<file path="src/bled_pkg.sv">
// Package for bearing_to_led_ring_mask: word types, fixed-point constants, tables.
package bled_pkg;

    // Fixed coordinate width of the input words
    localparam int COORD_WIDTH      = 16;
    // Default number of CORDIC iterations (valid range 8..24)
    localparam int CORDIC_STEPS_DEF = 16;
    // Entries in the arctangent table
    localparam int ATAN_ENTRIES     = 24;
    // Fraction bits added below the coordinates
    localparam int GUARD_BITS       = 24;
    // Datapath width: coordinates, guard bits, CORDIC gain and sign headroom
    localparam int UV_W             = COORD_WIDTH + GUARD_BITS + 3;
    // Angle accumulator width, a full turn is 2^ACC_W
    localparam int ACC_W            = 32;
    localparam int BEARING_W        = 16;
    localparam int SECTOR_W         = 5;
    localparam int LED_COUNT        = 16;

    localparam logic [ACC_W-1:0]     HALF_TURN   = 32'h8000_0000;
    localparam logic [ACC_W-1:0]     ROUND_HALF  = 32'h0000_8000;
    localparam logic [BEARING_W-1:0] SECTOR_BIAS = 16'd1024;
    localparam logic [3:0]           FIRST_LED   = 4'd7;

    typedef struct packed {
        logic signed [COORD_WIDTH-1:0] x_coord;
        logic signed [COORD_WIDTH-1:0] y_coord;
    } in_word_t;

    typedef struct packed {
        logic [LED_COUNT-1:0] led_mask;
        logic [SECTOR_W-1:0]  sector;
        logic [BEARING_W-1:0] bearing;
    } out_word_t;

    // atan(2^-i) as a fraction of a turn, 2^32 = 360 degrees
    function automatic logic [ACC_W-1:0] atan_turn(input logic [4:0] idx);
        logic [ACC_W-1:0] r;
        unique case (idx)
            5'd0:    r = 32'h2000_0000;
            5'd1:    r = 32'h12E4_051E;
            5'd2:    r = 32'h09FB_385B;
            5'd3:    r = 32'h0511_11D4;
            5'd4:    r = 32'h028B_0D43;
            5'd5:    r = 32'h0145_D7E1;
            5'd6:    r = 32'h00A2_F61E;
            5'd7:    r = 32'h0051_7C55;
            5'd8:    r = 32'h0028_BE53;
            5'd9:    r = 32'h0014_5F2F;
            5'd10:   r = 32'h000A_2F98;
            5'd11:   r = 32'h0005_17CC;
            5'd12:   r = 32'h0002_8BE6;
            5'd13:   r = 32'h0001_45F3;
            5'd14:   r = 32'h0000_A2FA;
            5'd15:   r = 32'h0000_517D;
            5'd16:   r = 32'h0000_28BE;
            5'd17:   r = 32'h0000_145F;
            5'd18:   r = 32'h0000_0A30;
            5'd19:   r = 32'h0000_0518;
            5'd20:   r = 32'h0000_028C;
            5'd21:   r = 32'h0000_0146;
            5'd22:   r = 32'h0000_00A3;
            5'd23:   r = 32'h0000_0051;
            default: r = '0;
        endcase
        return r;
    endfunction

    // Ring mask for a sector: sector 0 lights LED 7, going down alternates
    // single LED and adjacent pair, wrapping from LED 15 to LED 0
    function automatic logic [LED_COUNT-1:0] sector_mask(input logic [SECTOR_W-1:0] s);
        logic [SECTOR_W-1:0]  k;
        logic [3:0]           p;
        logic [3:0]           p1;
        logic [LED_COUNT-1:0] m;
        k  = SECTOR_W'(0) - s;
        p  = FIRST_LED + k[4:1];
        p1 = p + 4'd1;
        m  = LED_COUNT'(1) << p;
        if (k[0]) begin
            m = m | (LED_COUNT'(1) << p1);
        end
        return m;
    endfunction

endpackage

</file>
<file path="src/bearing_to_led_ring_mask.sv">
// Top level: pipelined CORDIC bearing of an x,y vector and LED ring sector mask.
//
//  channel | ports                         | word        | direction
//  --------+-------------------------------+-------------+----------
//  input   | s_valid, s_ready, s_data      | in_word_t   | in
//  result  | m_valid, m_ready, m_data      | out_word_t  | out
//
// One word enters per cycle unless the result channel stalls. Stages:
// one prep stage (half-plane fold), one stage per CORDIC iteration, one output
// stage (rounding, sector, mask).
// Reset (aresetn, synchronous) clears all stage valid bits.
// Each stage holds its word while the stage after it is full and stalled;
// empty stages fill, so the input is taken while a result waits on m_ready.
module bearing_to_led_ring_mask #(
    parameter int CORDIC_STEPS = bled_pkg::CORDIC_STEPS_DEF
) (
    input  logic                aclk,
    input  logic                aresetn,
    input  logic                s_valid,
    output logic                s_ready,
    input  bled_pkg::in_word_t  s_data,
    output logic                m_valid,
    input  logic                m_ready,
    output bled_pkg::out_word_t m_data
);
    import bled_pkg::*;

    localparam int N = CORDIC_STEPS;

    // Stage registers: index 0 is the prep stage, index k follows iteration k-1
    logic                    vld_reg  [0:N];
    logic                    zero_reg [0:N];
    logic signed [UV_W-1:0]  u_reg    [0:N];
    logic signed [UV_W-1:0]  v_reg    [0:N-1];
    logic [ACC_W-1:0]        acc_reg  [0:N];
    logic                    m_valid_reg;
    out_word_t               m_data_reg;

    // Stage can load when empty or when its content moves on
    logic                    rdy [0:N+1];

    assign rdy[N+1] = !m_valid_reg || m_ready;
    generate
        for (genvar j = 0; j <= N; j++) begin : g_rdy
            assign rdy[j] = !vld_reg[j] || rdy[j+1];
        end
    endgenerate
    assign s_ready = rdy[0];

    // Prep stage: scale, fold the lower half-plane by half a turn
    logic signed [UV_W-1:0] x_ext;
    logic signed [UV_W-1:0] y_ext;
    assign x_ext = UV_W'(s_data.x_coord) <<< GUARD_BITS;
    assign y_ext = UV_W'(s_data.y_coord) <<< GUARD_BITS;

    always_ff @(posedge aclk) begin
        if (!aresetn) begin
            vld_reg[0] <= 1'b0;
        end else if (rdy[0]) begin
            vld_reg[0] <= s_valid;
        end
        if (rdy[0]) begin
            zero_reg[0] <= (s_data.x_coord == '0) && (s_data.y_coord == '0);
            if (s_data.y_coord[COORD_WIDTH-1]) begin
                u_reg[0]   <= -y_ext;
                v_reg[0]   <= -x_ext;
                acc_reg[0] <= HALF_TURN;
            end else begin
                u_reg[0]   <= y_ext;
                v_reg[0]   <= x_ext;
                acc_reg[0] <= '0;
            end
        end
    end

    // CORDIC vectoring: one iteration per stage, drive v toward zero
    generate
        for (genvar k = 1; k <= N; k++) begin : g_iter
            logic signed [UV_W-1:0] du;
            logic signed [UV_W-1:0] dv;
            logic                   pos;
            logic [ACC_W-1:0]       ang;

            assign du  = v_reg[k-1] >>> (k-1);
            assign dv  = u_reg[k-1] >>> (k-1);
            assign pos = !v_reg[k-1][UV_W-1];
            assign ang = atan_turn(5'(k-1));

            always_ff @(posedge aclk) begin
                if (!aresetn) begin
                    vld_reg[k] <= 1'b0;
                end else if (rdy[k]) begin
                    vld_reg[k] <= vld_reg[k-1];
                end
                if (rdy[k]) begin
                    zero_reg[k] <= zero_reg[k-1];
                    u_reg[k]    <= pos ? (u_reg[k-1] + du) : (u_reg[k-1] - du);
                    acc_reg[k]  <= pos ? (acc_reg[k-1] + ang) : (acc_reg[k-1] - ang);
                end
            end

            if (k < N) begin : g_v
                always_ff @(posedge aclk) begin
                    if (rdy[k]) begin
                        v_reg[k] <= pos ? (v_reg[k-1] - dv) : (v_reg[k-1] + dv);
                    end
                end
            end
        end
    endgenerate

    // Output stage: round to 16 bits, sector and ring mask
    logic [ACC_W-1:0]     acc_rnd;
    logic [BEARING_W-1:0] bearing_w;
    logic [BEARING_W-1:0] biased;
    logic [SECTOR_W-1:0]  sector_w;
    assign acc_rnd   = acc_reg[N] + ROUND_HALF;
    assign bearing_w = zero_reg[N] ? '0 : acc_rnd[ACC_W-1 -: BEARING_W];
    assign biased    = bearing_w + SECTOR_BIAS;
    assign sector_w  = biased[BEARING_W-1 -: SECTOR_W];

    always_ff @(posedge aclk) begin
        if (!aresetn) begin
            m_valid_reg <= 1'b0;
        end else if (rdy[N+1]) begin
            m_valid_reg <= vld_reg[N];
        end
        if (rdy[N+1]) begin
            m_data_reg.bearing  <= bearing_w;
            m_data_reg.sector   <= sector_w;
            m_data_reg.led_mask <= sector_mask(sector_w);
        end
    end

    assign m_valid = m_valid_reg;
    assign m_data  = m_data_reg;

    // Checks
    a_mask_bits: assert property (@(posedge aclk) disable iff (!aresetn)
        m_valid |-> ($countones(m_data.led_mask) == 1 || $countones(m_data.led_mask) == 2))
        else $error("led mask must light one or two LEDs");

    a_pair_odd: assert property (@(posedge aclk) disable iff (!aresetn)
        m_valid |-> (($countones(m_data.led_mask) == 2) == m_data.sector[0]))
        else $error("LED pair must match odd sector");

    a_sector_bearing: assert property (@(posedge aclk) disable iff (!aresetn)
        m_valid |-> (m_data.sector == SECTOR_W'((m_data.bearing + SECTOR_BIAS) >> 11)))
        else $error("sector does not follow bearing");

    a_u_positive: assert property (@(posedge aclk) disable iff (!aresetn)
        (vld_reg[N] && !zero_reg[N]) |-> !u_reg[N][UV_W-1])
        else $error("CORDIC magnitude went negative");

endmodule

</file>
<file path="config.mk">
export PLATFORM = sky130hd
export DESIGN_NAME = bearing_to_led_ring_mask
export DESIGN_NICKNAME = d
export VERILOG_FILES = /design/src/bled_pkg.sv /design/src/bearing_to_led_ring_mask.sv
export SDC_FILE = /design/constraint.sdc
export NUM_CORES = 2
export LEC_CHECK = 0
export ABC_AREA = 0
export BUFFER_PORTS_ARGS = -buffer_cell sky130_fd_sc_hd__buf_2
export CORE_UTILIZATION = 61
export DETAILED_ROUTE_END_ITERATION = 7
export PLACE_DENSITY = 0.77
export SETUP_SLACK_MARGIN = 0.15
export SLEW_MARGIN = 5
export SYNTH_ARGS = -nofsm -noshare
export SYNTH_HDL_FRONTEND = slang
export SYNTH_SLANG_ARGS = --single-unit
</file>
<file path="constraint.sdc">
create_clock -name aclk -period 11.8 [get_ports aclk]
set_input_delay 1.18 -clock aclk [delete_from_list [all_inputs] [get_ports aclk]]
set_output_delay 1.18 -clock aclk [all_outputs]
set_load 0.1 [all_outputs]
</file>
==> results by stage <==
Setup path:
- The most numerous cell type found on the critical path is sky130_fd_sc_hd__and3_1.
- The critical path goes through buf_2 > nor2b_1 > and3_1 > and3_1 > inv_4 > nor2_1 > and3_1 > inv_4 > nor2_1 > nand4_1 > buf_2.
- The capture instance of the worst register-to-register path is u_reg[0][601]$_DFFE_PP_.
- Of all nets on the critical path, the largest fanout is 43.
- The critical path runs through a total of 11 cells.
- The cell with the largest stage delay on the worst path is sky130_fd_sc_hd__nor2_1.
- The worst setup path is launched from a primary input.
- The worst register-to-register path has a depth of 21.
- Together, buffers and inverters on the worst path number 4.
- The worst path arrival time is between 5000 and 6000 ps.
- The sort of element at the end of the critical path is a primary output.
- The critical path data required time is approximately 11000 ps.
- The setup path with the least slack is of type primary input to primary output.
- In this run the register-to-register setup slack is 5490 ps.
- The longest individual stage delay on the worst path is 720 ps.
- The startpoint identified for the worst register-to-register timing path is v_reg[1][187]$_DFFE_PP_.
- The gate family responsible for the most delay along the worst path is simple AND/OR/NAND/NOR gates.

Hold path:
- The tightest min-delay check is of the flip-flop to flip-flop type.
- The number of instances on the worst hold path is 0.
- In this run the most critical hold path is launched from acc_reg[0][97]$_DFFE_PP_.
- For hold timing, the worst endpoint is acc_reg[0][129]$_DFFE_PP_.

CTS:
- Clock tree synthesis selected as its root buffer the cell sky130_fd_sc_hd__clkbuf_16.
- The CTS sink count is about 1500.
- Clock-pin slew was measured on the worst setup and hold paths at around 60 ps.
- The buffer levels on the longest clock path is 3.
- Gates resized during post-CTS repair numbered 0.
- The post-cts hold buffer count is 0.
- Counting the buffers created by CTS gives 168.
- The H-tree was split into 4 levels.
- The post-CTS setup repair buffer count is 0.
- The latest clock arrival within the worst-skew pair is 830 ps.
- TritonCTS built the clock tree.

Synthesis:
- Sorting the synthesized cells by area gives the leading types as sky130_fd_sc_hd__edfxtp_1, sky130_fd_sc_hd__ha_1, sky130_fd_sc_hd__xnor2_1.
- The cell with the most instances after synthesis is sky130_fd_sc_hd__edfxtp_1.
- After technology mapping, the gate count stands at 13124.
- The number of flops mapped to enable cells by yosys is 1494.
- The Yosys step of the flow raised 0 warnings.
- The number of different library cells used by synthesis comes to 100.
- Sequential elements use 35.9% of the synthesized area.
- The most common flop cell mapped by yosys is sky130_fd_sc_hd__edfxtp_1.
- The average cell area after synthesis is 9.53 µm².
- The async set-or-reset flop fraction in the synthesized netlist is 0%.
- The cell type contributing the most total cell area after synthesis is sky130_fd_sc_hd__edfxtp_1.
- After synthesis the cells add up to 125000 µm².
- The synthesized design devotes to its leading area cell type 35.9% of total area.
- The total of flip-flops plus latches after synthesis is 1496.
- After synthesis, the most frequently instantiated cells are sky130_fd_sc_hd__edfxtp_1, sky130_fd_sc_hd__ha_1, sky130_fd_sc_hd__a21oi_1, sky130_fd_sc_hd__nor2_1, sky130_fd_sc_hd__xnor2_1.
- The number of nets handed over by synthesis was around 15000.

Cells and area:
- Compared with the post-synthesis result, the final layout area differs by 7.36%.
- The register with the most flip-flops in the layout has 503 of them.
- The count of nets after finishing is 14697.
- The fraction of layout cells with a size suffix above 1 is 4.15%.

GRT:
- Entering global routing, the biggest net connects 90 pins.
- The wire length of the first global-routing pass is 524000 µm.
- For this run the aggregate overflow at the end of global routing stands at 0.
- The number of global-route vias before repair is 96503.
- For this run, the total global-route usage over all layers was measured as a little under a third.
- The initial antenna violation count is 9.

Timing:
- Timing would allow up to 141 MHz.
- The count of final max-slew check failures was 0.
- Setup repair after global routing left no endpoint under its margin.
- The worst pin sits at a relative slew slack of between 8 and 9%.
- The maximum clock skew at final layout is 42.1 ps.
- The number of hold-slack violations in the final timing report came to 0.
- The final worst-path cycle share is 60.0%.
- At the pin with the least slew margin, the transition time is 1360 ps.
- In the final timing run, aggregate negative setup slack is 0 ps.
- The number of setup violations in the final report is 0.
- The minimum clock period after layout is 7080 ps.

Route:
- The remaining antenna violation count is 0.
- In this run, the number of DRC markers left after iteration 0 of detailed routing was 8600.
- The detailed-route DRC error count is 0.
- The post-detailed-route wirelength per cell is about 21 µm.
- The total via count in the routed design is between 100k and 150k.
- The via density per instance is 6.27.
- The total routed wirelength is roughly 340000 µm.
- The first detailed-routing pass took 8 iterations.

Run status:
- The flow ran to the end, and the final reports show no timing, DRC or antenna violations.

Job:
- The max-cap violation count is 0.

Placed design:
- The congestion estimate from routability-driven global placement came to roughly 1.0.
- After legalization and detailed placement, the total HPWL measured between 200000 and 300000 µm.
- The number of port buffers is 74.

Floorplanning:
- The die extent in y is 455 µm.
- The row count is about 170.
- The initial cell density of the core is 61.6%.
- The core area is 203000 µm².
- The die covers 207000 µm².
- The floorplan die width is 455 µm.
- The count of boundary I/O pins is 75.
-- metrics by stage --
| stage | worst slack [ps] | instance area, µm² | instances | util [%] | hold WS [ps] |
|---|---|---|---|---|---|
| floorplan | 1860 | 125000 | 13124 | - | 400 |
| global placement | 4970 | 129000 | 15723 | 63.3 | 406 |
| detailed placement | 4810 | 129000 | 15723 | 63.3 | 405 |
| CTS | 4860 | 134000 | 16033 | 66.2 | 420 |
| global route | 4560 | 134000 | 16034 | 66.2 | 428 |
| finish | 4720 | 134000 | 16037 | 66.2 | 418 |
-- worst max path at each step --
stage / slack, ps / end / from
after floorplan: 1860 / vld_reg[4]$_DFFE_PP_ / m_ready
after CTS: 4860 / s_ready / m_ready
final: 4720 / s_ready / m_ready
after detailed placement: 4810 / v_reg[0][35]$_DFFE_PP_ / m_ready
after global placement: 4970 / u_reg[0][37]$_DFFE_PP_ / m_ready
after global routing: 4560 / s_ready / m_ready
-- routing by layer --
layer  vias up  GRT usage, %  part of all wire [%]
li1      48643             -                     -
met1     48067          39.4                    41
met2      3116          55.5                    49
met3       681          4.68                   6.1
met4         2          12.5                   4.1
met5         -             0                0.0036
-- placed cells by master (no fill, tap or decap), drive strengths merged, types with 158 or more instances in the layout --
master / Yosys / layout
o21bai: 181 / 181
nor2b: 210 / 210
o21ai: 569 / 569
nand2: 643 / 643
xnor2: 1253 / 1253
edfxtp: 1494 / 1494
a21o: 605 / 605
ha: 1410 / 1410
nor2: 1303 / 1303
inv: 561 / 572
nand3: 232 / 232
clkbuf: 158 / 195
a21oi: 1364 / 1364
nor3: 382 / 382
xor2: 684 / 684
o21a: 191 / 191
nand2b: 197 / 197
and3: 158 / 158
-- area by class of cell --
class / count / area, µm²
tap: 2672 / 3340
fill: 16091 / 68600
multi-input combinational: 10862 / 77400
antenna: 4 / 10.0
clock buffer: 195 / 4390
timing repair buffer: 126 / 761
inverter: 567 / 2140
clock inverter: 115 / 1370
sequential: 1496 / 44900
-- cell families after synthesis --
kind of cell | synth area share [%]
multiplexers | 0.499
adder cells (fa/ha/maj) | 14.6
flip-flops | 35.9
buffers and inverters | 2.31
XOR/XNOR | 13.6
AND/OR/NAND/NOR | 14.4
AO/OA/AOI/OAI | 18.8
Power is left out: the tool's default activity adds up to more than one toggle a clock period on the data nets, which glitch-free logic cannot reach.
